--- config.mk ---
export PLATFORM = sky130hd
export DESIGN_NAME = roman_numeral_encoder_flat
export DESIGN_NICKNAME = d
export VERILOG_FILES = /design/src/hw/rtl/rmn_pkg.sv /design/src/hw/rtl/rmn_if.sv /design/src/hw/rtl/rmn_split.sv /design/src/hw/rtl/roman_numeral_encoder.sv /design/src/flat_wrapper.sv
export SDC_FILE = /design/constraint.sdc
export NUM_CORES = 1
export LEC_CHECK = 0
export BUFFER_PORTS_ARGS = -buffer_cell sky130_fd_sc_hd__clkbuf_2
export CAP_MARGIN = 20
export CORE_UTILIZATION = 40
export DETAILED_ROUTE_END_ITERATION = 10
export GPL_ROUTABILITY_DRIVEN = 1
export PLACE_DENSITY_LB_ADDON = 0.12
export SETUP_SLACK_MARGIN = 0.3
export SYNTH_ARGS = -nofsm -noshare
export SYNTH_HDL_FRONTEND = slang
export SYNTH_SLANG_ARGS = --single-unit
--- constraint.sdc ---
create_clock -name i_clk -period 4.1 [get_ports i_clk]
set_clock_uncertainty 0.05 [all_clocks]
set_input_delay 0.41 -clock i_clk [delete_from_list [all_inputs] [get_ports i_clk]]
set_output_delay 0.41 -clock i_clk [all_outputs]
set_load 0.01 [all_outputs]
--- src/hw/rtl/rmn_pkg.sv ---
// Shared types, symbol codes and digit pattern tables for the Roman numeral encoder.
`default_nettype none

package rmn_pkg;

    localparam int VALUE_W  = 14;
    localparam int DIGIT_W  = 4;
    localparam int SYMBOL_W = 3;
    localparam int COUNT_W  = 5;
    localparam int PAT_W    = 16;
    localparam int POS_W    = 2;

    typedef logic [VALUE_W-1:0]  t_value;
    typedef logic [DIGIT_W-1:0]  t_digit;
    typedef logic [SYMBOL_W-1:0] t_symbol;
    typedef logic [PAT_W-1:0]    t_pattern;
    typedef logic [POS_W-1:0]    t_pos;
    typedef logic [3:0]          t_code;

    // Result symbol codes.
    localparam t_symbol SYM_NONE = 3'd0;
    localparam t_symbol SYM_I    = 3'd1;
    localparam t_symbol SYM_V    = 3'd2;
    localparam t_symbol SYM_X    = 3'd3;
    localparam t_symbol SYM_L    = 3'd4;
    localparam t_symbol SYM_C    = 3'd5;
    localparam t_symbol SYM_D    = 3'd6;
    localparam t_symbol SYM_M    = 3'd7;

    // Nibble codes of a digit pattern, low nibble emitted first.
    localparam t_code CODE_NONE = 4'd0;
    localparam t_code CODE_ONE  = 4'd1;
    localparam t_code CODE_FIVE = 4'd2;
    localparam t_code CODE_TEN  = 4'd3;
    localparam t_code CODE_ERR  = 4'd4;

    // Digit positions, most significant first.
    localparam t_pos POS_THOU = 2'd0;
    localparam t_pos POS_HUND = 2'd1;
    localparam t_pos POS_TENS = 2'd2;
    localparam t_pos POS_UNIT = 2'd3;

    typedef enum logic [1:0] {
        S_IDLE,
        S_SPLIT,
        S_EMIT,
        S_EMPTY
    } t_state;

    // Decimal digits handed from the splitter to the emitter.
    typedef struct packed {
        logic   done;
        t_digit thou;
        t_digit hund;
        t_digit tens;
        t_digit unit;
    } t_digits;

    function automatic t_pattern digit_pattern(input t_digit digit);
        t_pattern pat;
        case (digit)
            4'd1:    pat = {CODE_NONE, CODE_NONE, CODE_NONE, CODE_ONE};
            4'd2:    pat = {CODE_NONE, CODE_NONE, CODE_ONE,  CODE_ONE};
            4'd3:    pat = {CODE_NONE, CODE_ONE,  CODE_ONE,  CODE_ONE};
            4'd4:    pat = {CODE_NONE, CODE_NONE, CODE_FIVE, CODE_ONE};
            4'd5:    pat = {CODE_NONE, CODE_NONE, CODE_NONE, CODE_FIVE};
            4'd6:    pat = {CODE_NONE, CODE_NONE, CODE_ONE,  CODE_FIVE};
            4'd7:    pat = {CODE_NONE, CODE_ONE,  CODE_ONE,  CODE_FIVE};
            4'd8:    pat = {CODE_ONE,  CODE_ONE,  CODE_ONE,  CODE_FIVE};
            4'd9:    pat = {CODE_NONE, CODE_NONE, CODE_TEN,  CODE_ONE};
            default: pat = '0;
        endcase
        return pat;
    endfunction

    // The thousands place only has M; a digit above three becomes one error result.
    function automatic t_pattern pos_pattern(input t_pos pos, input t_digit digit);
        t_pattern pat;
        if (pos == POS_THOU && digit > 4'd3) begin
            pat = {CODE_NONE, CODE_NONE, CODE_NONE, CODE_ERR};
        end else begin
            pat = digit_pattern(digit);
        end
        return pat;
    endfunction

    function automatic t_symbol code_symbol(input t_pos pos, input t_code code);
        t_symbol one;
        t_symbol five;
        t_symbol ten;
        case (pos)
            POS_THOU: begin one = SYM_M; five = SYM_NONE; ten = SYM_NONE; end
            POS_HUND: begin one = SYM_C; five = SYM_D;    ten = SYM_M;    end
            POS_TENS: begin one = SYM_X; five = SYM_L;    ten = SYM_C;    end
            default:  begin one = SYM_I; five = SYM_V;    ten = SYM_X;    end
        endcase
        case (code)
            CODE_ONE:  return one;
            CODE_FIVE: return five;
            CODE_TEN:  return ten;
            default:   return SYM_NONE;
        endcase
    endfunction

    function automatic t_value split_weight(input t_pos pos);
        case (pos)
            POS_THOU: return t_value'(1000);
            POS_HUND: return t_value'(100);
            default:  return t_value'(10);
        endcase
    endfunction

endpackage

`default_nettype wire

--- src/hw/rtl/rmn_if.sv ---
// Request channel interfaces for the input value and the output symbols.
`default_nettype none

interface rmn_in_if;
    import rmn_pkg::*;

    logic   valid;
    logic   ready;
    t_value value;

    modport source (output valid, output value, input ready);
    modport sink   (input valid, input value, output ready);
endinterface

interface rmn_out_if;
    import rmn_pkg::*;

    logic    valid;
    logic    ready;
    t_symbol symbol;
    logic    error;
    logic    last;

    modport source (output valid, output symbol, output error, output last, input ready);
    modport sink   (input valid, input symbol, input error, input last, output ready);
endinterface

`default_nettype wire

--- src/hw/rtl/rmn_split.sv ---
// Iterative decimal digit splitter built on one shared compare and subtract unit.
`default_nettype none

module rmn_split (
    input  wire logic            i_clk,
    input  wire logic            i_rst_n,
    input  wire logic            i_start,
    input  wire rmn_pkg::t_value i_value,
    output rmn_pkg::t_digits     o_digits
);
    import rmn_pkg::*;

    logic                 r_busy;
    logic                 r_done;
    t_pos                 r_pos;
    t_value               r_rem;
    logic [COUNT_W-1:0]   r_cnt;
    t_digit               r_thou;
    t_digit               r_hund;
    t_digit               r_tens;
    t_digit               r_unit;

    t_value               weight;
    logic                 ge;
    t_value               diff;
    t_digit               digit;

    always_comb begin
        weight = split_weight(r_pos);
        ge     = (r_rem >= weight);
        diff   = r_rem - weight;
        // The thousands count can reach sixteen; only its last decimal digit counts.
        if (r_cnt >= COUNT_W'(10)) begin
            digit = DIGIT_W'(r_cnt - COUNT_W'(10));
        end else begin
            digit = DIGIT_W'(r_cnt);
        end
    end

    always_ff @(posedge i_clk) begin
        if (!i_rst_n) begin
            r_busy <= 1'b0;
            r_done <= 1'b0;
            r_pos  <= POS_THOU;
            r_cnt  <= '0;
        end else begin
            r_done <= 1'b0;
            if (i_start) begin
                r_busy <= 1'b1;
                r_pos  <= POS_THOU;
                r_cnt  <= '0;
            end else if (r_busy) begin
                if (ge) begin
                    r_cnt <= r_cnt + COUNT_W'(1);
                end else begin
                    r_cnt <= '0;
                    if (r_pos == POS_TENS) begin
                        r_busy <= 1'b0;
                        r_done <= 1'b1;
                    end else begin
                        r_pos <= r_pos + POS_W'(1);
                    end
                end
            end
        end
    end

    always_ff @(posedge i_clk) begin
        if (i_start) begin
            r_rem <= i_value;
        end else if (r_busy) begin
            if (ge) begin
                r_rem <= diff;
            end else begin
                case (r_pos)
                    POS_THOU: r_thou <= digit;
                    POS_HUND: r_hund <= digit;
                    default: begin
                        r_tens <= digit;
                        r_unit <= DIGIT_W'(r_rem);
                    end
                endcase
            end
        end
    end

    assign o_digits = '{done: r_done, thou: r_thou, hund: r_hund,
                        tens: r_tens, unit: r_unit};

endmodule

`default_nettype wire

--- src/hw/rtl/roman_numeral_encoder.sv ---
// Top level of the Roman numeral encoder: request handling and symbol sequencer.
`default_nettype none

// The block takes one value per request and returns its Roman numeral one symbol
// per output request, thousands first, using the subtractive forms IV, IX, XL,
// XC, CD and CM; the final symbol of a value carries last. A thousands digit above
// three (taken as the value divided by 1000, modulo ten) gives one error result
// with no symbol, and the lower digits follow as usual. A value of zero gives a
// single empty result with last set. The block handles one value at a time and
// holds its input ready low from acceptance until the last symbol has been taken.
// After acceptance a shared compare and subtract unit splits the value into
// decimal digits, one subtraction of 1000, 100 or 10 per cycle, counting
// floor(value / 1000) and then the hundreds and tens digits, and takes the
// remainder as the units digit; the digits are then handed over with a
// registered done strobe. Emission then gives one symbol per output handshake
// and steps from each digit place to the next once its pattern is used up. The
// next value can be accepted in the cycle after the last symbol has been taken.

module roman_numeral_encoder (
    input  wire logic  i_clk,
    input  wire logic  i_rst_n,
    rmn_in_if.sink     i_in,
    rmn_out_if.source  o_out
);
    import rmn_pkg::*;

    t_state   r_state;
    t_state   n_state;
    t_pos     r_pos;
    t_pos     n_pos;
    t_pattern r_pat;
    t_pattern n_pat;

    t_digits  digits;
    t_digit   dig [4];
    t_pos     pos_next;
    t_pattern pat_first;
    t_pattern pat_next;
    logic     start;
    logic     lower_zero;
    logic     any_symbol;

    rmn_split u_split (
        .i_clk    (i_clk),
        .i_rst_n  (i_rst_n),
        .i_start  (start),
        .i_value  (i_in.value),
        .o_digits (digits)
    );

    always_comb begin
        dig[POS_THOU] = digits.thou;
        dig[POS_HUND] = digits.hund;
        dig[POS_TENS] = digits.tens;
        dig[POS_UNIT] = digits.unit;

        pos_next  = r_pos + POS_W'(1);
        pat_first = pos_pattern(POS_THOU, digits.thou);
        pat_next  = pos_pattern(pos_next, dig[pos_next]);

        // Nothing follows in the lower places when their digits are all zero.
        case (r_pos)
            POS_THOU: lower_zero = (digits.hund == '0) && (digits.tens == '0) &&
                                   (digits.unit == '0);
            POS_HUND: lower_zero = (digits.tens == '0) && (digits.unit == '0);
            POS_TENS: lower_zero = (digits.unit == '0);
            default:  lower_zero = 1'b1;
        endcase

        any_symbol = (pat_first != '0) || (digits.hund != '0) ||
                     (digits.tens != '0) || (digits.unit != '0);
    end

    always_ff @(posedge i_clk) begin
        if (!i_rst_n) begin
            r_state <= S_IDLE;
            r_pos   <= POS_THOU;
            r_pat   <= '0;
        end else begin
            r_state <= n_state;
            r_pos   <= n_pos;
            r_pat   <= n_pat;
        end
    end

    always_comb begin
        n_state      = r_state;
        n_pos        = r_pos;
        n_pat        = r_pat;
        start        = 1'b0;
        i_in.ready   = 1'b0;
        o_out.valid  = 1'b0;
        o_out.symbol = SYM_NONE;
        o_out.error  = 1'b0;
        o_out.last   = 1'b0;

        case (r_state)
            S_IDLE: begin
                i_in.ready = 1'b1;
                if (i_in.valid) begin
                    start   = 1'b1;
                    n_state = S_SPLIT;
                end
            end

            S_SPLIT: begin
                if (digits.done) begin
                    n_pos = POS_THOU;
                    n_pat = pat_first;
                    if (any_symbol) begin
                        n_state = S_EMIT;
                    end else begin
                        n_state = S_EMPTY;
                    end
                end
            end

            S_EMIT: begin
                if (r_pat == '0) begin
                    // This place is used up; load the pattern of the next one.
                    n_pos = pos_next;
                    n_pat = pat_next;
                end else begin
                    o_out.valid  = 1'b1;
                    o_out.symbol = code_symbol(r_pos, r_pat[3:0]);
                    o_out.error  = (r_pat[3:0] == CODE_ERR);
                    o_out.last   = (r_pat[PAT_W-1:4] == '0) && lower_zero;
                    if (o_out.ready) begin
                        n_pat = {4'b0, r_pat[PAT_W-1:4]};
                        if (o_out.last) begin
                            n_state = S_IDLE;
                        end
                    end
                end
            end

            S_EMPTY: begin
                o_out.valid = 1'b1;
                o_out.last  = 1'b1;
                if (o_out.ready) begin
                    n_state = S_IDLE;
                end
            end

            default: begin
                n_state = S_IDLE;
            end
        endcase
    end

endmodule

`default_nettype wire
--- src/flat_wrapper.sv ---
// flat-port wrapper written by rule: the top's interface ports become plain ports
module roman_numeral_encoder_flat import rmn_pkg::*;
  (i_clk, i_rst_n, i_in_valid, i_in_value, i_in_ready, o_out_valid, o_out_symbol, o_out_error, o_out_last, o_out_ready);
  rmn_in_if i_in_i ();
  rmn_out_if o_out_i ();
  input  wire logic i_clk;
  input  wire logic i_rst_n;
  input wire logic [$bits(i_in_i.valid)-1:0] i_in_valid;
  input wire logic [$bits(i_in_i.value)-1:0] i_in_value;
  output wire logic [$bits(i_in_i.ready)-1:0] i_in_ready;
  output wire logic [$bits(o_out_i.valid)-1:0] o_out_valid;
  output wire logic [$bits(o_out_i.symbol)-1:0] o_out_symbol;
  output wire logic [$bits(o_out_i.error)-1:0] o_out_error;
  output wire logic [$bits(o_out_i.last)-1:0] o_out_last;
  input wire logic [$bits(o_out_i.ready)-1:0] o_out_ready;
  assign i_in_i.valid = i_in_valid;
  assign i_in_i.value = i_in_value;
  assign i_in_ready = i_in_i.ready;
  assign o_out_valid = o_out_i.valid;
  assign o_out_symbol = o_out_i.symbol;
  assign o_out_error = o_out_i.error;
  assign o_out_last = o_out_i.last;
  assign o_out_i.ready = o_out_ready;
  roman_numeral_encoder u_core (.i_clk(i_clk), .i_rst_n(i_rst_n), .i_in(i_in_i), .o_out(o_out_i));
endmodule
==> out/metrics.cfg, run 1 <==
[run_status]
status=finished, final reports clean

[worst_setup_path]
crit_chain=inv_1 > ha_1 > or2_2 > clkinv_1 > ha_1 > or4bb_1 > a2111oi_4 > nor3_2 > nand2_4 > inv_6 > mux2_4 > or4b_1 > nand2_1
arrival_ps=3760
cpPeakStageDelay_ps=470
path_delay_family=simple AND/OR/NAND/NOR gates
start_kind=register
crit_cells=13
cpMostUsedCell=ha_1
critPathRequiredTime_ps=4310
ff2ff_path_depth=13
crit_slowest_cell=or4b_1
critPathBufInv=3
worstSetupEndpointType=register
crit_type=reg2reg
cp_max_fo=10

[global_route]
antenna_found_initial=0
grt_pass1_vias=2567
grt_pass1_wl_mm=12.4
grt_overflow=0
grt_use_total=0.178
grt_max_degree=24

[route]
dr.pass1.iters=4
vias_per_cell=5.55
initialDrtViolationCount=105
drc_errors=0
num_vias=2769
routed_wl_mm=7.55
wl_per_cell_um=15.1
ant_nets=0

[layout]
finalNonFillerCells=499
num_antenna_cells=0
syn_to_final_growth_pct=9.26
final_util=0.457
fillCellCount=813
regArea_mm2=0.00142
nets=431
multiInputGateArea_mm2=0.00192
drive_gt1_frac=0.129

[die]
dieArea_mm2=0.00906
die_x_um=95.2
die_h_um=95.2
io_pins=25
initial_core_util=0.419
row_count=33
core_area_mm2=0.00830

[logic_synthesis]
yosysWarnings=0
ys_top_cells_by_count=nand2_1, nor2_1, a21oi_1
syn_nets=412
synth.most_common_cell=nand2_1
ys_seq_area_frac=0.409
synthTopCellsByArea=edfxtp_1, dfxtp_1, ha_1
synth-seq-cells=56
yosys.area.top_type=edfxtp_1
async_reset_ff_frac=0
avgSynthCellArea_um2=9.29
synth_cell_types=64
synthFlopType=edfxtp_1
synth-edff-count=30
syn-cell-area_mm2=0.00347
postSynthCellCount=374
yosysTopAreaCellShare=0.259

[sta]
rsz0062_at_grt=no
worst_slew_pin_slew_ps=824
fin_setup_tns_ps=0
final_hold_viol_count=0
max_slew_margin=0.445
min_period_ps=3560
fin_crit_sh=0.868
fmax_mhz=281
drv_slew=0
holdWs_ps=276
setup_violations=0

[cts]
cts_tree=built
root_buffer=clkbuf_8
cts_sinks=56
cts_setup_buffers=0
clk_path_buf_depth=2
cts_buffers=5
ctsHtreeMaxLevel=2
clk_pin_slew_worst_paths_ps=100
clock_latency_ps=310

[power_and_ir_drop]
totalPowerFinal_w=0.00120
p_leak_nw=1.44
irDropWorstVdd_uv=155
powerDensity_mw_per_mm2=317

[min_path]
hold_path.class=in2reg
min_path_cells=2

[job]
maxCapViolCount=0

[place]
place_inst=491
dp_hpwl_mm=5.68
io_buffers=24
gp_congestion=0.810

==> worst paths after layout <==
| check | startpoint | end | slack [ps] |
|---|---|---|---|
| worst max-delay path | u_core.u_split.r_pos[1]$_SDFFE_PP0P_ | register | 540 |
| worst min-delay path | i_in_valid | u_core.r_state[0]$_SDFFE_PN0P_ | 280 |
| worst max register to register | u_core.u_split.r_pos[1]$_SDFFE_PP0P_ | register | 540 |
| worst min register to register | u_core.u_split.r_rem[1]$_DFFE_PP_ | u_core.u_split.r_unit[1]$_DFFE_PP_ | 440 |
==> kinds of logic after synthesis <==
family                     Yosys count  share of synthesized area
and+or+nand+nor                    144                      0.218
xor gates and xnor gates            12                     0.0303
DFF                                 56                      0.409
muxes                               11                     0.0479
buffers and inverters               34                     0.0403
adders and majority gates           20                     0.0742
AOI/OAI and AO/OA                   97                      0.180
==> per-stage QoR <==
stage	area, um^2	worst slack, ps
3_5_place_dp	3680	567
2_1_floorplan	3470	758
5_1_grt	3790	338
4_1_cts	3790	538
6_report	3790	541
3_3_place_gp	3680	674
==> area by class of cell <==
class                           instances  area share
Clock inverter                          2     0.00923
Clock buffer                            6      0.0191
Timing Repair Buffer                   27      0.0376
Inverter                               19      0.0201
Multi-Input combinational cell        284       0.505
Sequential cell                        56       0.375
Tap cell                              105      0.0346
==> cells in the final DEF (no fill, tap or decap), types with 5 or more instances in the layout <==
cell type,instances
xnor2_1,5
dfxtp_1,26
nand2_1,34
a31oi_1,6
ha_1,19
clkbuf_2,24
nor2b_1,6
clkbuf_8,5
inv_1,17
nand3_1,9
nor4_1,7
xor2_1,7
nor2_1,33
or3_1,5
edfxtp_1,30
nand2b_1,8
nor3_1,12
a21oi_1,31
o21ai_0,28
==> per-layer routing <==
layer	up-vias	global-route usage	share of wire	wire, um
met3	8	0.0279	0.033	252
met5	-	0	0	0
li1	1421	-	-	-
met2	48	0.277	0.44	3330
met1	1292	0.254	0.51	3880
met4	0	0.0492	0.013	99
==> what timing repair did <==
| item | 4_1_cts | 5_1_grt |
|---|---|---|
| setup endpoints to repair | 0 | 1 |
| hold buffers | 0 | 0 |
| resized for setup | 0 | 1 |
==> power by group <==
group | switching (W) | internal [W]
clock | 0.000179 | 0.000182
sequential | 0.0000330 | 0.000630
combinational | 0.000102 | 0.0000781
(Power assumes the default switching activity.)
==> run 2, diff against run 1 <==
--- a/config.mk
+++ b/config.mk
@@ -7,7 +7,7 @@
 export LEC_CHECK = 0
 export BUFFER_PORTS_ARGS = -buffer_cell sky130_fd_sc_hd__clkbuf_2
 export CAP_MARGIN = 20
-export CORE_UTILIZATION = 40
+export CORE_UTILIZATION = 61
 export DETAILED_ROUTE_END_ITERATION = 10
 export GPL_ROUTABILITY_DRIVEN = 1
 export PLACE_DENSITY_LB_ADDON = 0.12
==> out/metrics.cfg, run 2 (synthesized netlist as in run 1, its figures left out) <==
[run_status]
status=finished, final reports clean

[place]
place_inst=458  ; -6.7%
io_buffers=24  ; unchanged
dp_hpwl_mm=5.55  ; -2.3%
gp_congestion=0.822  ; +1.4%

[global_route]
grt_overflow=0  ; unchanged
antenna_found_initial=0  ; unchanged
grt_pass1_vias=2597  ; +1.2%
grt_use_total=0.258  ; +0.0803
grt_max_degree=24  ; unchanged
grt_pass1_wl_mm=12.1  ; -2.2%

[die]
row_count=27  ; -18%
initial_core_util=0.631  ; +0.212
die_h_um=77.5  ; -19%
die_x_um=77.5  ; -19%
dieArea_mm2=0.00600  ; -34%
core_area_mm2=0.00551  ; -34%
io_pins=25  ; unchanged

[worst_setup_path]
arrival_ps=3780  ; +20 ps
cp_max_fo=10  ; unchanged
start_kind=register
crit_type=reg2reg
critPathRequiredTime_ps=4310  ; about the same
worstSetupEndpointType=register

[cts]
clk_pin_slew_worst_paths_ps=100  ; about the same
cts_tree=built
cts_buffers=5  ; unchanged
root_buffer=clkbuf_8
clock_latency_ps=310  ; about the same
ctsHtreeMaxLevel=2  ; unchanged
cts_setup_buffers=0  ; unchanged
clk_path_buf_depth=2  ; unchanged
cts_sinks=56  ; unchanged

[layout]
nets=431  ; unchanged
multiInputGateArea_mm2=0.00192  ; unchanged
num_antenna_cells=0  ; unchanged
fillCellCount=451  ; -45%
regArea_mm2=0.00142  ; unchanged
drive_gt1_frac=0.132  ; +0.00254
layout_common_cells=nand2_1, nor2_1, a21oi_1
layout_commonest_cell=nand2_1
finalNonFillerCells=466  ; -6.6%
syn_to_final_growth_pct=7.60

[power_and_ir_drop]
powerDensity_mw_per_mm2=309  ; -2.7%
irDropWorstVdd_uv=157  ; +1.6%
totalPowerFinal_w=0.00115  ; -4.2%
p_leak_nw=1.44  ; -0.46%

[route]
wl_per_cell_um=15.7  ; +3.6%
ant_nets=0  ; unchanged
num_vias=2830  ; +2.2%
initialDrtViolationCount=225  ; +110%
drc_errors=0  ; unchanged
vias_per_cell=6.07  ; +9.4%
routed_wl_mm=7.31  ; -3.2%
dr.pass1.iters=7  ; +3

[job]
maxCapViolCount=0  ; unchanged

[sta]
fmax_mhz=280  ; -0.29%
setup_violations=0  ; unchanged
fin_crit_sh=0.871  ; +0.00251
rsz0062_at_grt=no
final_hold_viol_count=0  ; unchanged
worst_slew_pin_slew_ps=805  ; -19.0 ps
drv_slew=0  ; unchanged
max_slew_margin=0.458  ; +0.0128
fin_setup_tns_ps=0  ; unchanged
min_period_ps=3570  ; +10.3 ps

[min_path]
hold_path.class=in2reg

## run 2: per-stage QoR
step / area, um^2 / hold WS [ps] / utilization / setup WS [ps]
final: 3740 / 291 / 0.679 / 530
after global placement: 3640 / 431 / 0.661 / 679
after global routing: 3740 / 307 / 0.679 / 331
after CTS: 3730 / 288 / 0.678 / 542
after floorplan: 3470 / 369 / - / 758
after detailed placement: 3640 / 429 / 0.661 / 584
## run 2: critical path, stage by stage, from the launching register on
cell,delay (ps)
dfxtp_1,340
inv_1,100
ha_1,310
or2_2,200
clkinv_1,200
ha_1,360
or4bb_1,450
a2111oi_4,370
nor3_2,110
nand2_4,130
inv_6,70
mux2_4,310
or4b_1,460
nand2_1,70
## run 2: power by group
part	internal, W	switching [W]
clock network	0.000123	0.000186
registers	0.000630	0.0000338
logic	0.0000783	0.000102
## run 2: routing by layer
| metal | track usage | up-vias | share of wire |
|---|---|---|---|
| li1 | - | 1414 | - |
| met1 | 0.357 | 1320 | 0.49 |
| met2 | 0.409 | 86 | 0.46 |
| met3 | 0.0424 | 10 | 0.034 |
| met4 | 0.0925 | 0 | 0.016 |
| met5 | 0 | - | 0 |
## run 2: path summary, 6_finish.rpt
path	start	slack [ps]	endpoint	cells past startpoint
setup / recovery	u_core.u_split.r_pos[1]$_SDFFE_PP0P_	530	register	13
hold / removal	i_in_valid	290	u_core.r_state[0]$_SDFFE_PN0P_	2
setup reg to reg	u_core.u_split.r_pos[1]$_SDFFE_PP0P_	530	register	13
hold reg to reg	u_core.u_split.r_rem[0]$_DFFE_PP_	470	u_core.u_split.r_unit[0]$_DFFE_PP_	0
## run 2: timing repair
item,4_1_cts,5_1_grt
endpoints found under the hold margin,0,0
hold buffers,0,0
gates resized for setup,0,1
setup endpoints to repair,0,1
## run 2: cell type report
| type | count | share of cell area |
|---|---|---|
| flip-flops and latches | 56 | 0.380 |
| well taps | 72 | 0.0241 |
| multi-input cells | 284 | 0.513 |
| repair buffers | 27 | 0.0382 |
| clock inverters | 3 | 0.00603 |
| inverters | 19 | 0.0204 |
| clock buffers | 5 | 0.0184 |
==> run 3, diff against run 2 <==
--- a/config.mk
+++ b/config.mk
@@ -5,12 +5,14 @@
 export SDC_FILE = /design/constraint.sdc
 export NUM_CORES = 1
 export LEC_CHECK = 0
-export BUFFER_PORTS_ARGS = -buffer_cell sky130_fd_sc_hd__clkbuf_2
+export BUFFER_PORTS_ARGS = -buffer_cell sky130_fd_sc_hd__buf_2
 export CAP_MARGIN = 20
+export CORE_MARGIN = 2
 export CORE_UTILIZATION = 61
 export DETAILED_ROUTE_END_ITERATION = 10
 export GPL_ROUTABILITY_DRIVEN = 1
 export PLACE_DENSITY_LB_ADDON = 0.12
+export RECOVER_POWER = 50
 export SETUP_SLACK_MARGIN = 0.3
 export SYNTH_ARGS = -nofsm -noshare
 export SYNTH_HDL_FRONTEND = slang
==> out/metrics.cfg, run 3 (synthesized netlist as in run 1, its figures left out) <==
[route]
vias_per_cell=6.14  ; +1.1%
routed_wl_mm=7.50  ; +2.6%
initialDrtViolationCount=256  ; +14%
ant_nets=0  ; unchanged
drc_errors=0  ; unchanged
wl_per_cell_um=16.1  ; +2.6%
num_vias=2862  ; +1.1%
dr.pass1.iters=5  ; -2

[global_route]
grt_pass1_vias=2591  ; -0.23%
grt_overflow=0  ; unchanged
grt_use_total=0.246  ; -0.0122
grt_max_degree=24  ; unchanged
grt_pass1_wl_mm=12.1  ; +0.12%
antenna_found_initial=0  ; unchanged

[layout]
syn_to_final_growth_pct=7.85
final_util=0.680  ; +0.00159
multiInputGateArea_mm2=0.00191  ; -0.26%
layout_common_cells=nand2_1, nor2_1, a21oi_1
fillCellCount=439  ; -2.7%
nets=431  ; unchanged
drive_gt1_frac=0.107  ; -0.0254
num_antenna_cells=0  ; unchanged
layout_commonest_cell=nand2_1
regArea_mm2=0.00142  ; unchanged
finalNonFillerCells=466  ; unchanged

[die]
die_x_um=79.5  ; +2.6%
dieArea_mm2=0.00631  ; +5.2%
die_h_um=79.5  ; +2.6%
io_pins=25  ; unchanged
core_area_mm2=0.00551  ; unchanged
row_count=27  ; unchanged
initial_core_util=0.631  ; unchanged

[place]
place_inst=458  ; unchanged
gp_congestion=0.846  ; +2.9%
dp_hpwl_mm=5.41  ; -2.5%
io_buffers=24  ; unchanged

[cts]
root_buffer=clkbuf_8
clk_pin_slew_worst_paths_ps=100  ; about the same
clock_latency_ps=310  ; about the same
ctsHtreeMaxLevel=2  ; unchanged
cts_buffers=5  ; unchanged
cts_setup_buffers=0  ; unchanged
cts_tree=built
clk_path_buf_depth=2  ; unchanged
cts_sinks=56  ; unchanged

[sta]
rsz0062_at_grt=no
fmax_mhz=277  ; -1.1%
min_period_ps=3610  ; +39.2 ps
worst_slew_pin_slew_ps=1000  ; +195 ps
fin_crit_sh=0.880  ; +0.00955
max_slew_margin=0.333  ; -0.125
final_hold_viol_count=0  ; unchanged
holdWs_ps=275  ; -15.9 ps
drv_slew=0  ; unchanged
setup_violations=0  ; unchanged
fin_setup_tns_ps=0  ; unchanged

[worst_setup_path]
crit_slowest_cell=or4b_1
crit_chain=inv_1 > ha_1 > or2_2 > clkinv_1 > ha_1 > or4bb_1 > a2111oi_4 > nor3_1 > nand2_4 > inv_6 > mux2_4 > or4b_1 > nand2_1
cpMostUsedCell=ha_1
critPathBufInv=3  ; unchanged
worstSetupEndpointType=register
cp_max_fo=10  ; unchanged
crit_type=reg2reg
path_delay_family=simple AND/OR/NAND/NOR gates
cpPeakStageDelay_ps=460  ; about the same
arrival_ps=3820  ; +40 ps
start_kind=register
critPathRequiredTime_ps=4310  ; about the same

[job]
maxCapViolCount=0  ; unchanged

[run_status]
status=finished, final reports clean

[power_and_ir_drop]
irDropWorstVdd_uv=210  ; +34%
powerDensity_mw_per_mm2=324  ; +4.9%
p_leak_nw=1.42  ; -1.5%

[min_path]
hold_path.class=in2reg

-- run 3: changes by cell type in the layout (fill, tap and decap cells not counted), moves of 2 or more --
cell / delta
clkbuf_2: -24
buf_2: +17
clkbuf_1: +9
and2_0: +2
and2_1: -2
buf_4: -2
clkbuf_8: +2
-- run 3: power by group --
part,leakage (nW),internal (W),switching [W]
Combinational,0.857,0.0000769,0.000103
Sequential,0.497,0.000630,0.0000348
Clock,0.0627,0.000191,0.000176
-- run 3: layout make-up --
class                   count  area share
multi-input cells         284       0.510
flip-flops and latches     56       0.379
repair buffers             27      0.0337
clock buffers               8      0.0324
well taps                  72      0.0240
inverters                  19      0.0204
-- run 3: final timing paths --
path,startpoint,to,slack [ps],depth (start not counted)
min,i_in_valid,u_core.r_state[0]$_SDFFE_PN0P_,280,2
max,u_core.u_split.r_pos[1]$_SDFFE_PP0P_,register,490,13
max reg2reg,u_core.u_split.r_pos[1]$_SDFFE_PP0P_,register,490,13
min reg2reg,u_core.u_split.r_rem[0]$_DFFE_PP_,u_core.u_split.r_unit[0]$_DFFE_PP_,440,0
-- run 3: routing by layer --
layer	track usage	vias up	routed length, um
li1	-	1417	-
met1	0.342	1322	3560
met2	0.387	110	3380
met3	0.0486	13	444
met4	0.0793	0	116
met5	0	-	0
-- run 3: what timing repair did --
action | in CTS | in global routing
hold buffers | 0 | 0
endpoints found under the setup margin | 0 | 1
gates resized for setup | 0 | 2
-- run 3: metrics by stage --
step	instance area [um^2]	power, W	setup WS [ps]
floorplan	3470	0.000808	758
global placement	3640	0.000850	683
detailed placement	3640	0.000854	577
CTS	3760	0.00122	509
global route	3750	0.00126	253
finish	3750	0.00121	491
